### src/design/tfm_pkg.sv
//------------------------------------------------------------------------------
// tfm_pkg
// Types and constants shared by the flip-step bound block.
//------------------------------------------------------------------------------
`default_nettype none
package tfm_pkg;
	localparam int unsigned MaxFaces = 1048576;
	localparam int unsigned CoefBits = 61;

	typedef struct packed {
		logic signed [31:0] u1_x;
		logic signed [31:0] u1_y;
		logic signed [31:0] u2_x;
		logic signed [31:0] u2_y;
		logic signed [31:0] u3_x;
		logic signed [31:0] u3_y;
		logic signed [31:0] d1_x;
		logic signed [31:0] d1_y;
		logic signed [31:0] d2_x;
		logic signed [31:0] d2_y;
		logic signed [31:0] d3_x;
		logic signed [31:0] d3_y;
	} tri_in_t;

	typedef struct packed {
		logic [31:0] step_bound;
		logic        step_finite;
	} step_out_t;

	// Reduced coefficients handed from the front to the back.
	typedef struct packed {
		logic        sa;
		logic        sb;
		logic        sc;
		logic [60:0] ma;
		logic [60:0] mb;
		logic [60:0] mc;
	} coef_t;
endpackage
`default_nettype wire

### src/design/tfm_fifo.sv
//------------------------------------------------------------------------------
// tfm_fifo
// Two-entry queue between the front and back parts.
//------------------------------------------------------------------------------
`default_nettype none
module tfm_fifo (
	input  wire logic      clk,
	input  wire logic      arst_n,
	input  wire logic      w_valid,
	output logic           w_ready,
	input  wire tfm_pkg::coef_t w_data,
	output logic           r_valid,
	input  wire logic      r_ready,
	output tfm_pkg::coef_t r_data
);
	tfm_pkg::coef_t mem_q [2];
	logic wp_q, rp_q;
	logic [1:0] cnt_q;
	logic wr, rd;

	assign w_ready = (cnt_q != 2'd2);
	assign r_valid = (cnt_q != 2'd0);
	assign r_data = mem_q[rp_q];
	assign wr = w_valid && w_ready;
	assign rd = r_valid && r_ready;

	// Entry storage.
	always_ff @(posedge clk) begin
		if (wr) mem_q[wp_q] <= w_data;
	end

	// Pointers and fill count.
	always_ff @(posedge clk or negedge arst_n) begin
		if (!arst_n) begin
			wp_q <= 1'b0; rp_q <= 1'b0; cnt_q <= '0;
		end else begin
			if (wr) wp_q <= ~wp_q;
			if (rd) rp_q <= ~rp_q;
			cnt_q <= cnt_q + 2'(wr) - 2'(rd);
		end
	end
endmodule
`default_nettype wire

### config.mk
export PLATFORM = sky130hd
export DESIGN_NAME = tfm_fifo
export DESIGN_NICKNAME = d
export VERILOG_FILES = /design/src/design/tfm_pkg.sv /design/src/design/tfm_fifo.sv
export SDC_FILE = /design/constraint.sdc
export NUM_CORES = 1
export LEC_CHECK = 0
export ABC_AREA = 1
export BUFFER_PORTS_ARGS = -buffer_cell sky130_fd_sc_hd__buf_2
export CORE_ASPECT_RATIO = 0.7
export CORE_MARGIN = 4
export CORE_UTILIZATION = 40
export DETAILED_ROUTE_END_ITERATION = 16
export GPL_TIMING_DRIVEN = 1
export HOLD_SLACK_MARGIN = 0.1
export PLACE_DENSITY_LB_ADDON = 0.2
export SLEW_MARGIN = 20
export SYNTH_ARGS = -nofsm -noshare
export SYNTH_HDL_FRONTEND = slang
export SYNTH_SLANG_ARGS = --single-unit
### constraint.sdc
create_clock -name clk -period 25.9 [get_ports clk]
set_input_delay 6.475 -clock clk [delete_from_list [all_inputs] [get_ports clk]]
set_output_delay 6.475 -clock clk [all_outputs]
set_load 0.02 [all_outputs]
---- After elaboration in Yosys (flattened, before gate mapping) ----
Memories as Yosys holds them, arrays and structs flattened.
Index checks and enable logic that the tools add are counted.
word-level totals
  logic and storage cells ................. 14
  register bits after elaboration ......... 4
  memory bits (writable) .................. 372
  bits in read-only memories .............. 0
  memories ................................ 1
  latch bits .............................. 0
  output and inout port bits .............. 188
  input port bits ......................... 190
operators by class
  add/sub/neg operators ................... 2
  multiply operators ...................... 0
  muxes and demuxes ....................... 2
  equality and inequality tests ........... 1
  shifts and indexed selects .............. 0
  div/mod/pow operators ................... 0
  bitwise logic cells ..................... 2
  $lt $le $gt $ge ......................... 0
  reduce and logical (&&, ||, !) cells .... 3
memories
  name   depth  bits a word  read ports  clocked after memory_dff  write ports  RTL line        text
  mem_q  2      186          1           0                         1            tfm_fifo.sv:16  tfm_pkg::coef_t mem_q [2];
operators by type and width
  cell                  count
  $add A2 B1 Y2         1
  $logic_and A1 B1 Y1   2
  $mux W1               2
  $ne A2 B2 Y1 const B  1
  $not A1 Y1            2
  $reduce_bool A2 Y1    1
  $sub A2 B1 Y2         1

---- Depth between registers and ports, before layout ----
  depth after elaboration ................. 4
  mapped depth ............................ 10
  gate-level depth less buffers ........... 10

---- Worst setup path before layout ----
No wires, ideal clock.
  path type ............................... input -> register
  start point ............................. input port w_valid
  end point ............................... memory mem_q[1][0] (netlist name), enable pin
  buffers on the path ..................... 0
  library setup time ...................... 735 ps
  required time ........................... 25165 ps
  arrival time ............................ 14281 ps
  path slack .............................. 10884 ps
  stages on the path ...................... 2
  cell sequence ........................... nand2_1 nor2_1
on the way
  longest elaborated chain between the ends .. 3
RTL lines
  what                           RTL line        text
  start: declaration             tfm_fifo.sv:9   input wire logic w_valid,
  $logic_and A1 B1 Y1            tfm_fifo.sv:24  assign wr = w_valid && w_ready;
  $mux W1                        tfm_fifo.sv:29  if (wr) mem_q[wp_q] <= w_data;
  $mux W1 (not written as such)  tfm_fifo.sv:29
  end: declaration               tfm_fifo.sv:16
Every way passes these cells.

==> run summary <==
worst r2r path cells = 5
port buffer count = 377
Netlist Area Pre-Place = 0.0138 mm²
final hold violation count = 0
share of cells above drive strength 1 = 30.9%
Final setup viols = 0
Setup TNS = 0 ns
vias in the first global route = 8435
clk_lat worst skew = 0.52 ns
initial DRC count = 520
P_leak = 7.37 nW
Startpoint Class = register
Ys Warns = 0
# IOs = 378
drt first pass iters = 4
worst-path fanout max = 110
Crit Reg-Reg Startpoint = cnt_q[1]$_DFF_PN0_
crit path kind = reg -> out
Reg2Reg Setup Slack = 23.24 ns
Worst-Margin Slew = 0.940 ns
hpwl dp = 20600 µm
initial antenna violation count = 8
Post-Synth XOR/XNOR Area = 0%
clk root buf = clkbuf_16
vias = 8605
Worst VDD drop = 0.0737 mV
Tcrit/Tclk final = 37.2%
main combinational cell family by area after synthesis = simple AND/OR/NAND/NOR gates
Synth Area in Simple Gates = 15.7%
GP Congestion = 0.801
first-pass GRT wire length = 47600 µm
number of vias per cell = 4.58
commonest non-fill, non-tap cells in the layout = nand2_1 (571), buf_2 (377), edfxtp_1 (372)
largest net degree at the start of global routing = 111
Mapped Nets = 1195
compound-gate portion of the synthesized area = 0%
# Post-CTS Setup Buffers = 0
total of max-cap violations = 0
register area share after synthesis = 81.6%
Final WS setup = 16.26 ns
Final min period = 9.64 ns
total gr overflow = 0
GR Util All Layers = 16.2%
Clock transition at path regs = 0.06 ns
DRT antenna net count = 0
Starting Density = 40.9%
die area = 0.0376 mm²
worst slack, placed = 16.75 ns
H-tree Lvls = 2
final cell count without fillers = 1879
Max Slew Vio Count = 0
CTS tree = done
Inst Count DP = 1811
cts bufs inserted = 38
DIE WIDTH = 230 µm
synthesis-stage register bit count = 376
Fillers = 2931
Post-Synth Adder-Cell Area = 0.181%
highest metal layer with signal wires = met5
WL met2 = 14900 µm
Setup crit end kind = primary output
Worst Skew = 0.00845 ns
mux share of post-synthesis cell area = 0%
num rows = 56
Worst Hold Class = reg -> reg
Gates resized, CTS repair = 0
nets = 1579
total core area = 0.0338 mm²
status = finished clean
critical path launch point = rp_q$_DFFE_PN0P_
clk sinks = 376
Yosys cell types = 11
commonest non-fill, non-tap cell in the layout = nand2_1
CTS Buffer Depth = 3
Crit path arrival time = 3.17 ns
WL final = 31900 µm
Post-route DRC = 0
Area Growth Syn to Fin = 24.6%
RSZ-0062 raised after global routing = false
M1 WL = 13500 µm
die height = 163 µm
# diodes = 0
fmax = 104 MHz
headroom to the max-slew limit = 37.4%
post-synthesis cell count = 1003
Hold-fix buffers, CTS = 0
Synth Area per Inst = 13.8 µm²
Worst Setup EP = r_data[82]
Crit Reg-Reg Endpoint = mem_q[1][23]$_DFFE_PP_
DR WL met3 = 2760 µm
WL/cell = 17.0 µm
final hold slack = 0.471 ns
PD cells = 123 mW/mm²
WP data required = 19.42 ns
[worst max-delay path, stage by stage (launching register included)]
cell     delay (ns)
dfrtp_4        0.64
inv_6          0.62
buf_4          0.77
nand2_1        0.11
nand2_1        0.14
buf_2          0.18
[registers in the layout, indices dropped and copies added, names as in the netlist]
register and cells:
mem_q 372, wp_q 1, cnt_q 2, rp_q 1
[how the worst min path moves through the flow]
stage / cells after the start / from / slack, ns / to
3_3_place_gp: 2 / wp_q$_DFFE_PN0N_ / 0.46 / wp_q$_DFFE_PN0N_
5_1_grt: 2 / wp_q$_DFFE_PN0N_ / 0.48 / wp_q$_DFFE_PN0N_
4_1_cts: 2 / wp_q$_DFFE_PN0N_ / 0.48 / wp_q$_DFFE_PN0N_
2_1_floorplan: 2 / wp_q$_DFFE_PN0N_ / 0.44 / wp_q$_DFFE_PN0N_
6_report: 2 / wp_q$_DFFE_PN0N_ / 0.47 / wp_q$_DFFE_PN0N_
3_5_place_dp: 2 / wp_q$_DFFE_PN0N_ / 0.46 / wp_q$_DFFE_PN0N_
[layer usage]
metal / vias up / global-route usage (%)
li1: 4156 / -
met1: 4081 / 21.3
met2: 289 / 25.8
met3: 65 / 5.98
met4: 14 / 4.18
met5: - / 0
[layout make-up]
cell class	instances	area, µm²	share of cell area [%]
sequential	376	11300	65.5
multi-input combinational	577	2190	12.8
timing repair buffer	385	1950	11.3
clock buffer	59	1110	6.47
tap	464	581	3.37
clock inverter	9	50.0	0.291
inverter	9	43.8	0.255
[Yosys cell counts]
| cell type | n | share of area, % |
|---|---|---|
| dfrtp_1 | 4 | 0.72 |
| inv_4 | 1 | 0.045 |
| buf_4 | 6 | 0.33 |
| buf_6 | 15 | 1.2 |
| ha_1 | 2 | 0.18 |
| buf_2 | 20 | 0.72 |
| nor2_1 | 1 | 0.027 |
| inv_1 | 8 | 0.22 |
| nand2_1 | 571 | 16 |
| edfxtp_1 | 372 | 81 |
| nand3_1 | 3 | 0.11 |
[power breakdown]
group	switching (W)	internal, W	total (W)
registers	0.0000354	0.000831	0.000867
logic	0.000545	0.000189	0.000734
clock network	0.000214	0.000297	0.000510
[through the flow]
step | cell area (µm²) | utilization (%) | total power, W
floorplan | 13800 | - | 0.00140
global placement | 16000 | 47.5 | 0.00162
detailed placement | 16000 | 47.5 | 0.00163
CTS | 17200 | 50.9 | 0.00214
global route | 17200 | 50.9 | 0.00224
finish | 17200 | 50.9 | 0.00211
[logic make-up after synthesis]
family / after synthesis
buffers and inverters: 50
adders and majority gates: 2
and+or+nand+nor: 575
DFF: 376
Power figures use the tool's default switching activity.
